## config.mk

```make
export PLATFORM = sky130hd
export DESIGN_NAME = kscb_sub_unit
export DESIGN_NICKNAME = d
export VERILOG_FILES = /design/src/hdl/kscb_pkg.sv /design/src/hdl/kscb_sub_unit.sv
export SDC_FILE = /design/constraint.sdc
export NUM_CORES = 2
export LEC_CHECK = 0
export BUFFER_PORTS_ARGS = -buffer_cell sky130_fd_sc_hd__buf_2
export CAP_MARGIN = 20
export CORE_MARGIN = 3
export CORE_UTILIZATION = 45
export DETAILED_ROUTE_END_ITERATION = 10
export GPL_TIMING_DRIVEN = 1
export SLEW_MARGIN = 20
export SYNTH_ARGS = -nofsm -noshare
export SYNTH_HDL_FRONTEND = slang
export SYNTH_SLANG_ARGS = --single-unit
export TNS_END_PERCENT = 10
```

## constraint.sdc

```tcl
create_clock -name clk_i -period 2.99 [get_ports clk_i]
set_clock_uncertainty 0.05 [all_clocks]
set_input_delay 0.299 -clock clk_i [delete_from_list [all_inputs] [get_ports clk_i]]
set_output_delay 0.299 -clock clk_i [all_outputs]
set_load 0.005 [all_outputs]
```

## src/hdl/kscb_pkg.sv

```systemverilog
// ----------------------------------------------------------------------------
// kscb_pkg
// Shared types, codes and byte arithmetic for the keyed substitution cipher.
// ----------------------------------------------------------------------------
package kscb_pkg;

  localparam int unsigned KEY_DEPTH_DEF = 64;
  localparam int unsigned TABLE_SIZE    = 255;
  localparam int unsigned OUT_DEPTH     = 4;
  localparam int unsigned OUT_PTR_W     = $clog2(OUT_DEPTH);
  localparam int unsigned OUT_CNT_W     = $clog2(OUT_DEPTH + 1);
  localparam int unsigned CFG_DATA_W    = 7;

  typedef enum logic [1:0] {
    CMD_LOAD_TABLE = 2'd0,
    CMD_LOAD_KEY   = 2'd1,
    CMD_START      = 2'd2,
    CMD_DATA       = 2'd3
  } cmd_e;

  typedef enum logic {
    REG_MODE       = 1'b0,
    REG_KEY_LENGTH = 1'b1
  } reg_e;

  typedef struct packed {
    logic       en;
    logic [7:0] idx;
    logic [7:0] val;
  } inv_req_t;

  typedef struct packed {
    logic [7:0] out_byte;
    logic       not_found;
  } res_t;

  function automatic logic [7:0] add_mod255(input logic [7:0] a, input logic [7:0] b);
    logic [8:0] sum;
    logic [8:0] red;
    sum = {1'b0, a} + {1'b0, b};
    red = (sum >= 9'd255) ? (sum - 9'd255) : sum;
    return (red == 9'd255) ? 8'd0 : red[7:0];
  endfunction

  function automatic logic [7:0] sub_mod255(input logic [7:0] a, input logic [7:0] b);
    logic [7:0] aa;
    logic [7:0] bb;
    logic [8:0] diff;
    aa   = (a == 8'hFF) ? 8'd0 : a;
    bb   = (b == 8'hFF) ? 8'd0 : b;
    diff = {1'b0, aa} + 9'd255 - {1'b0, bb};
    diff = (diff >= 9'd255) ? (diff - 9'd255) : diff;
    return diff[7:0];
  endfunction

endpackage

```

## src/hdl/kscb_sub_unit.sv

```systemverilog
// ----------------------------------------------------------------------------
// kscb_sub_unit
// Substitution table memory: written on load, read for encryption.
// ----------------------------------------------------------------------------
module kscb_sub_unit (
  input  logic       clk_i,
  input  logic       wr_en_i,
  input  logic [7:0] wr_addr_i,
  input  logic [7:0] wr_data_i,
  input  logic [7:0] rd_addr_i,
  output logic [7:0] rd_data_o
);
  import kscb_pkg::*;

  logic [7:0] mem [TABLE_SIZE];
  logic [7:0] rd_q;

  always_ff @(posedge clk_i) begin
    if (wr_en_i) begin
      mem[wr_addr_i] <= wr_data_i;
    end
    rd_q <= mem[rd_addr_i];
  end

  assign rd_data_o = rd_q;

endmodule

```

==> qor.csv <==
metric;value;unit
cp.required;3.69;ns
powerDensity;641;mW/mm^2
swShare;0.217;
p_sw;13100;uW
path_class;input pin to flop;
dieHeight;429;um
grt_pass1_vias;42092;
ys_ff_latch;2048;
root_buffer;clkbuf_16;
antenna_found_initial;12;
crit_top_cell;nor4_1;
critPathCaptureType;flop;
synth-edff-count;2040;
final_common_cell;edfxtp_1;
via_per_inst;6.03;
fill_cells;13741;
nNetsFinal;4601;
syn_area;0.0805;sq mm
outcome;completed;
start_util;0.455;
synthArstFlopShare;0;
ios;34;
gp_congestion;0.899;
synthCells;3910;
clkSlewWorstSetupHoldPaths;0.06;ns
ys.warnings.count;0;
syn_to_final_growth;17.4;%
cts_tree;done;
portBuffers;33;
vias;42748;
die-width;429;um
ant_nets;0;
critPathSlowestCell;nor2b_1;
critical_path.cell_chain;dlygate4sd3_1 -> buf_2 -> nor2b_1 -> nand3_1 -> nor4_1 -> nor3_1 -> nand4_1 -> nor4_1 -> a211o_1;
pwr-share-seq;0.523;
synth-seq-area-share;0.763;
rows;154;
cellLeakagePower;0.0312;uW
ctsHtreeMaxLevel;4;
grt_max_degree;112;
insertion_delay;0.86;ns
die_area;0.184;sq mm
syn_nets;3936;
crit_path_start_kind;input pin;
layout.area.seq;0.0614;sq mm
crit_fanout;5;
finalCriticalPeriod;2.83;ns
fmaxAchievable;354;MHz
grt_pass1_wl;321;mm
path_buf_inv;2;
r2r_setup_slack;0.27;ns
relSlewSlack;0.368;
drtIter0Drc;5051;
clockBufferDepth;3;
intPower;47500;uW
power;60600;uW
syn_area_per_cell;20.6;sq um
clockPowerShare;0.419;
overflow;0;
wl_per_cell;31.8;um
first_pass_iters;6;
final_cell_mix;edfxtp_1, buf_4, mux4_2, nor2_1, clkbuf_16;
hold_violations;0;
hold_path_class;input pin to flop;
detailed_place_hpwl;146;mm
synth_cell_types;67;
multi_input_area;0.0173;sq mm
setup_viol;0;
rsz0062_at_grt;no;
critPathArrivalTime;3.53;ns
drcViolationCount;0;
ir_drop;0.572;mV
drive_gt1_frac;0.293;
drv_slew;0;
clock-sinks;2048;
p_comb_frac;0.058;
slowest_delay;0.72;ns
drt-total-wl;225;mm
critPathTopFamily;simple AND/OR/NAND/NOR gates;
fin_crit_sh;0.945;
grt_use_total;0.245;
synth_ff_type;edfxtp_1;
maxCapViolations;0;
tritoncts.num_buffers;207;
worstMarginPinSlew;0.947;ns
whs;0.0315;ns
fp.coreArea;0.177;sq mm
==> per-stage QoR <==
stage	utilization	area, sq um	setup slack [ns]	instances	TNS (ns)
final	0.534	94500	0.164	7090	0
after global routing	0.534	94500	0.164	7087	0
after CTS	0.534	94500	0.0352	7087	0
after detailed placement	0.496	87800	-0.560	6703	-2.48
after global placement	0.496	87800	-0.553	6703	-2.57
after floorplan	-	80500	0.565	3910	0
==> final cells by class <==
cell class	count	area share
Sequential cell	2048	0.650
Timing Repair Buffer	699	0.0651
Inverter	6	0.000305
Antenna cell	3	0.0000795
Clock inverter	130	0.0135
Clock buffer	251	0.0570
Multi-Input combinational cell	1613	0.183
Tap cell	2340	0.0310
==> Yosys cell counts, types with 6 or more instances <==
cell type,number,area share
a21oi_1,68,0.0042
dfxtp_1,8,0.0020
nor4_1,6,0.00047
a22oi_1,25,0.0023
clkbuf_4,10,0.00093
nor2b_1,20,0.0016
and2_1,10,0.00078
a211oi_1,14,0.0013
mux2_2,8,0.0011
a2111oi_0,12,0.0013
mux4_1,60,0.020
nand3_1,52,0.0032
nand2_1,161,0.0075
edfxtp_1,2040,0.76
nand2b_1,6,0.00047
nor3_1,22,0.0014
mux4_2,382,0.11
buf_6,33,0.0046
o211ai_1,11,0.0010
o221ai_1,60,0.0065
and3_1,16,0.0012
o21ai_0,28,0.0017
buf_8,30,0.0056
buf_2,49,0.0030
o22ai_1,57,0.0044
buf_1,11,0.00051
nor2_1,305,0.014
clkbuf_1,83,0.0039
mux2i_1,191,0.024
a31oi_1,18,0.0014
buf_4,17,0.0016
nand4_1,14,0.0011
==> worst paths after layout <==
kind                         start                     to  depth (start not counted)
min                   wr_data_i[2]  mem[206][2]$_DFFE_PP_                          1
max reg2reg  mem[134][1]$_DFFE_PP_   rd_data_o[1]$_DFF_P_                          8
max                   rd_addr_i[5]   rd_data_o[4]$_DFF_P_                          9
min reg2reg   mem[68][5]$_DFFE_PP_   rd_data_o[5]$_DFF_P_                          5
==> state kept, by name, summed over array words and instances (netlist names) <==
| register | cells |
|---|---|
| mem | 2040 |
| rd_data_o | 8 |
==> what timing repair did <==
| item | in CTS | in global routing |
|---|---|---|
| gates resized for setup | 1 | 1 |
| setup endpoints to repair | 1 | 1 |
| hold buffers | 3 | 0 |
| gates cloned | 0 | 0 |
| setup buffers | 0 | 0 |
| endpoints found under the hold margin | 96 | 0 |
==> cells by family (layout without fill, tap and decap cells) <==
kind of cell           after synthesis  count (layout)  synth area share
DFF                               2048            2048             0.763
muxes                              641             641             0.151
and+or+nand+nor                    631             631            0.0336
AOI/OAI and AO/OA                  341             341            0.0295
buffers and inverters              249            1086            0.0224
other                                0               3                 0
==> power groups by stage <==
stage	clock network, uW	registers [uW]	logic [uW]
after floorplan	0	32300	1650
after global placement	0	32300	3460
after detailed placement	0	32300	3490
after CTS	25800	31700	3500
after global routing	26900	31700	3650
final	25400	31700	3490
==> layer usage <==
metal / wire (um) / vias up / GRT usage
li1: - / 17615 / -
met1: 90500 / 22703 / 0.345
met2: 108000 / 2057 / 0.388
met3: 19600 / 367 / 0.0492
met4: 7460 / 6 / 0.0781
met5: 45 / - / 0
Note: power is estimated with default switching activity, not from simulation.
