**src/hdl/kscb_pkg.sv**
```systemverilog
// ----------------------------------------------------------------------------
// kscb_pkg
// Shared types, codes and byte arithmetic for the keyed substitution cipher.
// ----------------------------------------------------------------------------
package kscb_pkg;

  localparam int unsigned KEY_DEPTH_DEF = 64;
  localparam int unsigned TABLE_SIZE    = 255;
  localparam int unsigned OUT_DEPTH     = 4;
  localparam int unsigned OUT_PTR_W     = $clog2(OUT_DEPTH);
  localparam int unsigned OUT_CNT_W     = $clog2(OUT_DEPTH + 1);
  localparam int unsigned CFG_DATA_W    = 7;

  typedef enum logic [1:0] {
    CMD_LOAD_TABLE = 2'd0,
    CMD_LOAD_KEY   = 2'd1,
    CMD_START      = 2'd2,
    CMD_DATA       = 2'd3
  } cmd_e;

  typedef enum logic {
    REG_MODE       = 1'b0,
    REG_KEY_LENGTH = 1'b1
  } reg_e;

  typedef struct packed {
    logic       en;
    logic [7:0] idx;
    logic [7:0] val;
  } inv_req_t;

  typedef struct packed {
    logic [7:0] out_byte;
    logic       not_found;
  } res_t;

  function automatic logic [7:0] add_mod255(input logic [7:0] a, input logic [7:0] b);
    logic [8:0] sum;
    logic [8:0] red;
    sum = {1'b0, a} + {1'b0, b};
    red = (sum >= 9'd255) ? (sum - 9'd255) : sum;
    return (red == 9'd255) ? 8'd0 : red[7:0];
  endfunction

  function automatic logic [7:0] sub_mod255(input logic [7:0] a, input logic [7:0] b);
    logic [7:0] aa;
    logic [7:0] bb;
    logic [8:0] diff;
    aa   = (a == 8'hFF) ? 8'd0 : a;
    bb   = (b == 8'hFF) ? 8'd0 : b;
    diff = {1'b0, aa} + 9'd255 - {1'b0, bb};
    diff = (diff >= 9'd255) ? (diff - 9'd255) : diff;
    return diff[7:0];
  endfunction

endpackage

```
**src/hdl/kscb_out_fifo.sv**
```systemverilog
// ----------------------------------------------------------------------------
// kscb_out_fifo
// Small result queue that decouples the pipeline from the output side.
// ----------------------------------------------------------------------------
module kscb_out_fifo (
  input  logic                         clk_i,
  input  logic                         rst_ni,
  input  logic                         push_i,
  input  kscb_pkg::res_t               push_data_i,
  output logic                         valid_o,
  input  logic                         ready_i,
  output kscb_pkg::res_t               data_o,
  output logic [kscb_pkg::OUT_CNT_W-1:0] count_o
);
  import kscb_pkg::*;

  res_t                 arr_q [OUT_DEPTH];
  logic [OUT_PTR_W-1:0] wr_ptr_q;
  logic [OUT_PTR_W-1:0] rd_ptr_q;
  logic [OUT_CNT_W-1:0] cnt_q;
  logic                 pop;

  assign valid_o = (cnt_q != '0);
  assign pop     = valid_o && ready_i;
  assign data_o  = arr_q[rd_ptr_q];
  assign count_o = cnt_q;

  always_ff @(posedge clk_i or negedge rst_ni) begin
    if (!rst_ni) begin
      wr_ptr_q <= '0;
      rd_ptr_q <= '0;
      cnt_q    <= '0;
    end else begin
      if (push_i) begin
        wr_ptr_q <= wr_ptr_q + OUT_PTR_W'(1);
      end
      if (pop) begin
        rd_ptr_q <= rd_ptr_q + OUT_PTR_W'(1);
      end
      if (push_i && !pop) begin
        cnt_q <= cnt_q + OUT_CNT_W'(1);
      end else if (pop && !push_i) begin
        cnt_q <= cnt_q - OUT_CNT_W'(1);
      end
    end
  end

  always_ff @(posedge clk_i) begin
    if (push_i) begin
      arr_q[wr_ptr_q] <= push_data_i;
    end
  end

endmodule

```
**config.mk**
```make
export PLATFORM = sky130hd
export DESIGN_NAME = kscb_out_fifo
export DESIGN_NICKNAME = d
export VERILOG_FILES = /design/src/hdl/kscb_pkg.sv /design/src/hdl/kscb_out_fifo.sv
export SDC_FILE = /design/constraint.sdc
export NUM_CORES = 1
export LEC_CHECK = 0
export ABC_AREA = 1
export BUFFER_PORTS_ARGS = -buffer_cell sky130_fd_sc_hd__clkbuf_2
export CAP_MARGIN = 20
export CORE_MARGIN = 10
export CORE_UTILIZATION = 55
export CTS_BUF_LIST = sky130_fd_sc_hd__clkbuf_8
export CTS_CLUSTER_DIAMETER = 40
export DETAILED_ROUTE_END_ITERATION = 16
export PLACE_DENSITY = 0.75
export SYNTH_ARGS = -nofsm -noshare
export SYNTH_HDL_FRONTEND = slang
export SYNTH_SLANG_ARGS = --single-unit
```
**constraint.sdc**
```tcl
create_clock -name clk_i -period 3.1 [get_ports clk_i]
set_input_delay 0.31 -clock clk_i [delete_from_list [all_inputs] [get_ports clk_i]]
set_output_delay 0.31 -clock clk_i [all_outputs]
set_load 0.03 [all_outputs]
```
==> qor.csv <==
metric;value;unit
status;complete, no violations;
most common cell in the netlist;nand2_1;
clk slew on worst S/H paths;0.07;ns
final hold vios;0;
Max VDD drop;525;µV
Port Buffers;25;
dpl cell area;2000;µm²
NetSw;0.000849;W
global-route wire length before repair;5.20;mm
Leakage;0.957;nW
DR vias;1117;
Clock Tree Root;clkbuf_8;
Worst Hold Class;input port to register;
Worst setup SP type;register;
overall die width;78.1;µm
power per cell area;963;nW/µm²
worst-margin pin slew;0.541;ns
most common library cells after synthesis;47 x nand2_1, 36 x edfxtp_1, 29 x inv_1, 18 x o211ai_1, 7 x dfrtp_1;
row count;21;
Avg WL per Cell;13.4;µm
critical path class;register to output port;
Die Span Y;78.1;µm
Fin Hold WS;0.240;ns
top-area cell type share of the netlist area;0.582;
Slew Limit Fails;0;
overall power;0.00201;W
Max Clock Skew;0.00550;ns
post-route ant nets;0;
vias in the first global route;1135;
Fillers;283;
IO Count;26;
Global Route Usage Sum;0.110;
Netlist cell types;18;
P_int;0.00116;W
Core Region;3310;µm²
buffer levels on the longest clock path;2;
Ant. Diodes;0;
Avg Vias per Cell;4.79;
CP required;2.79;ns
Largest stage delay, worst path;0.55;ns
RSZ-0062 raised after global routing;false;
Final Cell Area;2090;µm²
Area Overhead vs Synth;12.3;%
dpl hpwl;2.29;mm
Synth warnings;0;
share of cells above drive strength 1;0.166;
Switching Share;0.422;
Synth area leader;edfxtp_1;
Post-Syn Nets;177;
Synth area leaders;edfxtp_1 58%, nand2_1 9.5%, dfrtp_1 9.4%;
Finish-stage setup viols;0;
Syn Inst Count;158;
htree depth;2;
maxcap violations;0;
CP Max Fanout;11;
final net count;205;
ys flop type;edfxtp_1;
syn_area_per_cell;11.8;µm²
post-CTS setup buffer count;0;
EDFF count, synth;36;
grt ovf;0;
Slowest cell on crit path;dfrtp_1;
CTS tree;yes;
Clk pwr share;0.156;
total CTS buffers;5;
Setup TNS;0;ns
# resized after CTS;0;
CP top delay family;buffers and inverters;
DR iter-0 viols;100;
Slew HR;0.639;
Initial Utilization;0.561;
fin crit period;2.00;ns
combinational power share;0.421;
CP arrival;1.69;ns
final wirelength;3.12;mm
sequential share of power;0.423;
Post-CTS Hold Buffers;1;
Post-Syn Area;1860;µm²
Initial DRT Pass Iterations;4;
initial antenna violation count;0;
worst skew pair latency;0.29;ns
clk sinks;43;
total die area;6100;µm²
largest net degree at the start of global routing;38;
FF+latch count, synth;43;
fin crit share;0.646;
CP endpoint kind;output port;
DRC violations left;0;
sequential-to-total area share from yosys stat;0.676;
Async SR Flop Fraction;0.163;
Achievable Freq;499;MHz
CP cell instances;clkinv_1 > o211ai_1 > nand2_1 > clkbuf_2;
gpl congestion;0.753;
worst path bufs/invs;2;
==> final timing paths <==
path / endpoint / cells after the start / startpoint / slack, ns
max: data_o[0] / 4 / rd_ptr_q[1]$_DFFE_PN0P_ / 1.10
min: arr_q[2][8]$_DFFE_PP_ / 1 / push_data_i[8] / 0.24
max reg2reg: count_o[2]$_DFFE_PN0P_ / 10 / count_o[0]$_DFFE_PN0P_ / 1.23
min reg2reg: count_o[2]$_DFFE_PN0P_ / 2 / count_o[2]$_DFFE_PN0P_ / 0.52
max in group asynchronous: count_o[1]$_DFFE_PN0P_ / 2 / rst_ni / 2.52
min in group asynchronous: rd_ptr_q[1]$_DFFE_PN0P_ / 2 / rst_ni / 0.40
==> through the flow <==
stage	setup slack [ns]	cells	utilization
finish	1.10	233	0.630
floorplan	1.09	158	-
global route	0.932	233	0.630
CTS	1.09	233	0.630
global placement	1.35	224	0.603
detailed placement	1.27	224	0.603
==> sequential cells by signal, summed over array words and instances, names as in the netlist <==
register  flops
arr_q        36
count_o       3
rd_ptr_q      2
wr_ptr_q      2
==> final cells by class <==
cell class	count	area, µm²	share of cell area
well taps	46	57.6	0.0276
flip-flops and latches	43	1260	0.602
inverters	31	116	0.0558
clock buffers	5	68.8	0.0330
repair buffers	26	135	0.0647
clock inverters	3	11.3	0.00540
multi-input cells	79	442	0.212
==> cell usage in the layout (no fill, tap or decap) <==
| master | instances |
|---|---|
| o21ai_1 | 1 |
| nand2_1 | 47 |
| dlygate4sd3_1 | 1 |
| edfxtp_1 | 36 |
| xor2_1 | 1 |
| ha_1 | 5 |
| fa_1 | 1 |
| dfrtp_1 | 7 |
| xnor2_1 | 1 |
| o211ai_1 | 18 |
| clkbuf_8 | 5 |
| inv_1 | 32 |
| nor2_1 | 1 |
| clkbuf_2 | 25 |
| nand4_1 | 1 |
| clkinv_1 | 1 |
| nand3_1 | 3 |
| inv_2 | 1 |
==> worst reg2reg max path, delay by kind of cell (launching register included) <==
| family | cells | cell delay [ns] |
|---|---|---|
| flip-flops | 1 | 0.43 |
| buffers and inverters | 1 | 0.06 |
| adder cells (fa/ha/maj) | 2 | 0.54 |
| AND/OR/NAND/NOR | 7 | 0.73 |
==> per-layer routing <==
metal,track usage,part of all wire,vias up
met5,0,0,-
met2,0.188,0.52,23
met4,0.0609,0.029,0
met3,0.0421,0.055,9
li1,-,-,578
met1,0.114,0.39,507
==> power groups by stage <==
stage               sequential [W]  clock (W)  combinational [W]
floorplan                 0.000876          0           0.000641
global placement          0.000858          0           0.000826
detailed placement        0.000865          0           0.000854
CTS                       0.000853   0.000319           0.000862
global route              0.000869   0.000346           0.000943
finish                    0.000851   0.000313           0.000847
==> logic make-up after synthesis <==
kind of cell	count (synthesis)	synth area share
DFF	43	0.676
xor gates and xnor gates	2	0.00943
buffers and inverters	36	0.0862
AOI/OAI and AO/OA	19	0.0754
adders and majority gates	6	0.0444
and+or+nand+nor	52	0.108
Power figures use the tool's default switching activity.
