$ cat src/hdl/kscb_pkg.sv
// ----------------------------------------------------------------------------
// kscb_pkg
// Shared types, codes and byte arithmetic for the keyed substitution cipher.
// ----------------------------------------------------------------------------
package kscb_pkg;

  localparam int unsigned KEY_DEPTH_DEF = 64;
  localparam int unsigned TABLE_SIZE    = 255;
  localparam int unsigned OUT_DEPTH     = 4;
  localparam int unsigned OUT_PTR_W     = $clog2(OUT_DEPTH);
  localparam int unsigned OUT_CNT_W     = $clog2(OUT_DEPTH + 1);
  localparam int unsigned CFG_DATA_W    = 7;

  typedef enum logic [1:0] {
    CMD_LOAD_TABLE = 2'd0,
    CMD_LOAD_KEY   = 2'd1,
    CMD_START      = 2'd2,
    CMD_DATA       = 2'd3
  } cmd_e;

  typedef enum logic {
    REG_MODE       = 1'b0,
    REG_KEY_LENGTH = 1'b1
  } reg_e;

  typedef struct packed {
    logic       en;
    logic [7:0] idx;
    logic [7:0] val;
  } inv_req_t;

  typedef struct packed {
    logic [7:0] out_byte;
    logic       not_found;
  } res_t;

  function automatic logic [7:0] add_mod255(input logic [7:0] a, input logic [7:0] b);
    logic [8:0] sum;
    logic [8:0] red;
    sum = {1'b0, a} + {1'b0, b};
    red = (sum >= 9'd255) ? (sum - 9'd255) : sum;
    return (red == 9'd255) ? 8'd0 : red[7:0];
  endfunction

  function automatic logic [7:0] sub_mod255(input logic [7:0] a, input logic [7:0] b);
    logic [7:0] aa;
    logic [7:0] bb;
    logic [8:0] diff;
    aa   = (a == 8'hFF) ? 8'd0 : a;
    bb   = (b == 8'hFF) ? 8'd0 : b;
    diff = {1'b0, aa} + 9'd255 - {1'b0, bb};
    diff = (diff >= 9'd255) ? (diff - 9'd255) : diff;
    return diff[7:0];
  endfunction

endpackage

$ cat src/hdl/kscb_key_unit.sv
// ----------------------------------------------------------------------------
// kscb_key_unit
// Key byte memory and key position; reads the key for each request.
// ----------------------------------------------------------------------------
module kscb_key_unit #(
  parameter int unsigned KEY_DEPTH = kscb_pkg::KEY_DEPTH_DEF
) (
  input  logic                 clk_i,
  input  logic                 rst_ni,
  input  logic                 acc_i,
  input  kscb_pkg::cmd_e       cmd_i,
  input  logic [7:0]           idx_i,
  input  logic [7:0]           val_i,
  input  logic [6:0]           key_length_i,
  output logic [7:0]           key_o
);
  import kscb_pkg::*;

  localparam int unsigned PW = (KEY_DEPTH > 1) ? $clog2(KEY_DEPTH) : 1;

  logic [7:0]    mem [KEY_DEPTH];
  logic [7:0]    rd_q;
  logic [PW-1:0] pos_q, pos_d;
  logic [8:0]    eff_len;
  logic [8:0]    pos_inc;
  logic          wr_en;

  assign wr_en = acc_i && (cmd_i == CMD_LOAD_KEY) && ({1'b0, idx_i} < 9'(KEY_DEPTH));

  always_comb begin
    if (key_length_i == 7'd0) begin
      eff_len = 9'd1;
    end else if ({2'b0, key_length_i} > 9'(KEY_DEPTH)) begin
      eff_len = 9'(KEY_DEPTH);
    end else begin
      eff_len = {2'b0, key_length_i};
    end
  end

  assign pos_inc = 9'(pos_q) + 9'd1;

  always_comb begin
    pos_d = pos_q;
    if (acc_i && (cmd_i == CMD_START)) begin
      pos_d = '0;
    end else if (acc_i && (cmd_i == CMD_DATA)) begin
      pos_d = (pos_inc >= eff_len) ? '0 : pos_inc[PW-1:0];
    end
  end

  always_ff @(posedge clk_i or negedge rst_ni) begin
    if (!rst_ni) begin
      pos_q <= '0;
    end else begin
      pos_q <= pos_d;
    end
  end

  always_ff @(posedge clk_i) begin
    if (wr_en) begin
      mem[idx_i[PW-1:0]] <= val_i;
    end
    rd_q <= mem[pos_q];
  end

  assign key_o = rd_q;

endmodule

$ cat config.mk
export PLATFORM = sky130hd
export DESIGN_NAME = kscb_key_unit
export DESIGN_NICKNAME = d
export VERILOG_FILES = /design/src/hdl/kscb_pkg.sv /design/src/hdl/kscb_key_unit.sv
export SDC_FILE = /design/constraint.sdc
export NUM_CORES = 1
export LEC_CHECK = 0
export ABC_AREA = 1
export BUFFER_PORTS_ARGS = -buffer_cell sky130_fd_sc_hd__buf_2
export CORE_UTILIZATION = 40
export CTS_BUF_LIST = sky130_fd_sc_hd__clkbuf_16
export DETAILED_ROUTE_END_ITERATION = 10
export PLACE_DENSITY = 0.67
export RECOVER_POWER = 100
export SLEW_MARGIN = 30
export SYNTH_ARGS = -nofsm -noshare
export SYNTH_HDL_FRONTEND = slang
export SYNTH_SLANG_ARGS = --single-unit
$ cat constraint.sdc
create_clock -name clk_i -period 2.5 [get_ports clk_i]
set_clock_uncertainty 0.1 [all_clocks]
set_input_delay 0.25 -clock clk_i [delete_from_list [all_inputs] [get_ports clk_i]]
set_output_delay 0.25 -clock clk_i [all_outputs]
set_load 0.05 [all_outputs]
==> flow_metrics.env <==
export IMPL_outcome="finished with violations"
export IMPL_violations="max-capacitance violations, max-slew violations"
export IMPL_synth_avg_cell_area_um2=10.4
export IMPL_max_cap_violations=5
export IMPL_period_share_pct=95.4
export IMPL_dp_hpwl_um=32900
export IMPL_fin_area_um2=25500
export IMPL_leakage_uw=0.0102
export IMPL_placed_area_um2=24200
export IMPL_ys_warnings_count=0
export IMPL_final_nets=2308
export IMPL_hold_ws_ps=237
export IMPL_vdd_ir_drop_max_v=0.000667
export IMPL_clkSlewWorstSetupHoldPaths_ps=60
export IMPL_clkLatencyLatePin_ps=610
export IMPL_start_util_pct=40.7
export IMPL_num_rows=86
export IMPL_post_place_ws_ps=206
export IMPL_worstSetupPathType="in -> reg"
export IMPL_setup_slack_ps=115
export IMPL_h_tree_depth=2
export IMPL_drc=0
export IMPL_io_pins=36
export IMPL_synth_nets=2199
export IMPL_period_minus_slack_ps=2380
export IMPL_dieArea_um2=57300
export IMPL_die_w_um=239
export IMPL_antenna_found_initial=1
export IMPL_p_sw_share_pct=29.6
export IMPL_power_frac_seq_pct=46.7
export IMPL_clkPwrFrac_pct=34.2
export IMPL_wire_per_inst_um=18.2
export IMPL_gr_total_overflow=0
export IMPL_synth_cell_types=27
export IMPL_cts_sinks=526
export IMPL_path_max_fanout=8
export IMPL_fmax_mhz=419
export IMPL_ant_nets=0
export IMPL_drive_gt1_share_pct=7.96
export IMPL_initialDrtViolationCount=1502
export IMPL_vias_per_cell=4.99
export IMPL_combPwrFrac_pct=19.1
export IMPL_cp_arrival_ps=2520
export IMPL_hold_class="in -> reg"
export IMPL_cts_made_buffers=51
export IMPL_drv_slew=294
export IMPL_power_total_uw=21100
export IMPL_place_gp_congestion=0.858
export IMPL_fin_tns_setup_ps=0
export IMPL_worst_pin_slew_ps=2200
export IMPL_grt_pass1_wl_um=85500
export IMPL_clockBufferDepth=3
export IMPL_required_ps=2630
export IMPL_p_int_uw=14900
export IMPL_hold_viol=0
export IMPL_fp_dieH_um=239
export IMPL_grt_pass1_vias=14937
export IMPL_setup_viol=0
export IMPL_ys_seq_elements=526
export IMPL_grt_max_degree=133
export IMPL_dr_pass1_iters=7
export IMPL_track_usage_pct=19.7
export IMPL_cts_tree="built"
export IMPL_endpoint_kind="register"
export IMPL_ys_seq_area_share_pct=69.5
export IMPL_area_growth_pct=13.0
export IMPL_wl_um=55800
export IMPL_cts_root_buf="clkbuf_16"
export IMPL_io_buffers=35
export IMPL_core_area_um2=55400
export IMPL_maxSlewHeadroom_pct=-46.7
export IMPL_switching_power_uw=6260
export IMPL_start_kind="input port"
export IMPL_synthCells=2163
export IMPL_pwr_density_cell_nw_per_um2=829
export IMPL_synth_area_um2=22600
export IMPL_num_vias=15269
==> critical path, stage by stage <==
cell and delay, ps:
dlygate4sd3_1 540, buf_2 130, nor2_1 90, nand2_1 50
nor3_1 250, inv_1 100, nor2_1 210, nand3_1 130
buf_2 220, nor2_1 110, clkbuf_1 430
==> path summary, 6_finish.rpt <==
kind                                  from          to  slack [ps]  cells after the start
max reg2reg                       pos_q[0]    pos_q[1]         130                      9
max                               cmd_i[1]  mem[48][0]         120                     11
min                        key_length_i[6]    pos_q[0]         240                      6
max in group asynchronous           rst_ni    pos_q[0]        1550                      3
min in group asynchronous           rst_ni    pos_q[1]         500                      3
min reg2reg                       pos_q[3]    pos_q[3]         500                      2
==> per-stage QoR <==
| stage | std cells | util, % |
|---|---|---|
| 6_report | 3062 | 46.0 |
| 5_1_grt | 3062 | 46.0 |
| 4_1_cts | 3060 | 46.6 |
| 3_5_place_dp | 2960 | 43.7 |
| 3_3_place_gp | 2960 | 43.7 |
| 2_1_floorplan | 2163 | - |
==> metal layers <==
layer,vias to the layer above,track usage [%],part of all wire [%]
met5,-,0,0
met4,0,7.21,2.8
li1,7336,-,-
met3,100,3.04,6.4
met2,520,32.6,48
met1,7313,26.2,42
==> cells by family after synthesis <==
group           Yosys count  synth area share [%]
simple gates           1169                  21.0
flops                   526                  69.5
buf+inv                 354                  6.56
compound gates          103                  2.32
fa+ha+maj                 8                 0.444
xor+xnor                  3                 0.117
==> power groups by stage <==
stage	clock [uW]	combinational, uW	sequential [uW]
floorplan	0	2490	10200
CTS	7320	4050	9860
global placement	0	3990	10000
finish	7220	4040	9870
detailed placement	0	4030	10000
global route	7630	4450	9870
==> layout by cell type (no fill, tap or decap), types with 8 or more instances in the layout <==
master,netlist,layout
a21oi_1,18,18
buf_12,0,10
buf_2,42,27
buf_4,12,18
clkbuf_1,31,44
clkbuf_16,0,51
clkbuf_2,0,51
clkinv_1,3,17
clkinv_2,0,11
dfxtp_1,8,8
edfxtp_1,512,512
ha_1,8,8
inv_1,248,259
nand2_1,679,679
nand3_1,259,259
nor2_1,220,220
o21ai_0,75,75
==> layout make-up <==
class | instances | area, um2
Fill cell | 5069 | 29900
Tap cell | 748 | 936
Antenna cell | 1 | 2.50
Inverter | 252 | 953
Multi-Input combinational cell | 1283 | 5390
Timing Repair Buffer | 158 | 962
Sequential cell | 526 | 15700
Clock buffer | 51 | 1280
Clock inverter | 43 | 269
==> sequential cells by signal (all words and copies together) (netlist names) <==
register  cells
mem         512
key_o         8
pos_q         6
==> timing repair <==
item                       4_1_cts  5_1_grt
setup buffers                    0        1
hold endpoints to repair        12        0
hold buffers                     6        0
gates resized for setup          0        2
setup endpoints to repair        0        1
==> synth_stat cells <==
master | instances | area (um2)
ha_1 | 8 | 100
dfxtp_1 | 8 | 160
dfrtp_1 | 6 | 150
clkbuf_1 | 31 | 116
o21ai_0 | 75 | 375
o21ai_1 | 4 | 20.0
nor3_1 | 1 | 5.00
inv_2 | 1 | 3.75
buf_1 | 10 | 37.5
clkinv_1 | 3 | 11.3
edfxtp_1 | 512 | 15400
o22ai_1 | 6 | 37.5
buf_4 | 12 | 90.1
nand4_1 | 3 | 18.8
xor2_1 | 3 | 26.3
buf_6 | 7 | 78.8
nor2_1 | 220 | 826
nor3_2 | 1 | 10.0
buf_2 | 42 | 210
inv_1 | 248 | 931
and3_1 | 1 | 6.26
a21oi_1 | 18 | 90.1
nor4_1 | 1 | 6.26
nor2_2 | 1 | 6.26
nand3_1 | 259 | 1300
nand2_1 | 679 | 2550
or2_2 | 3 | 18.8
Power figures use the tool's default switching activity.
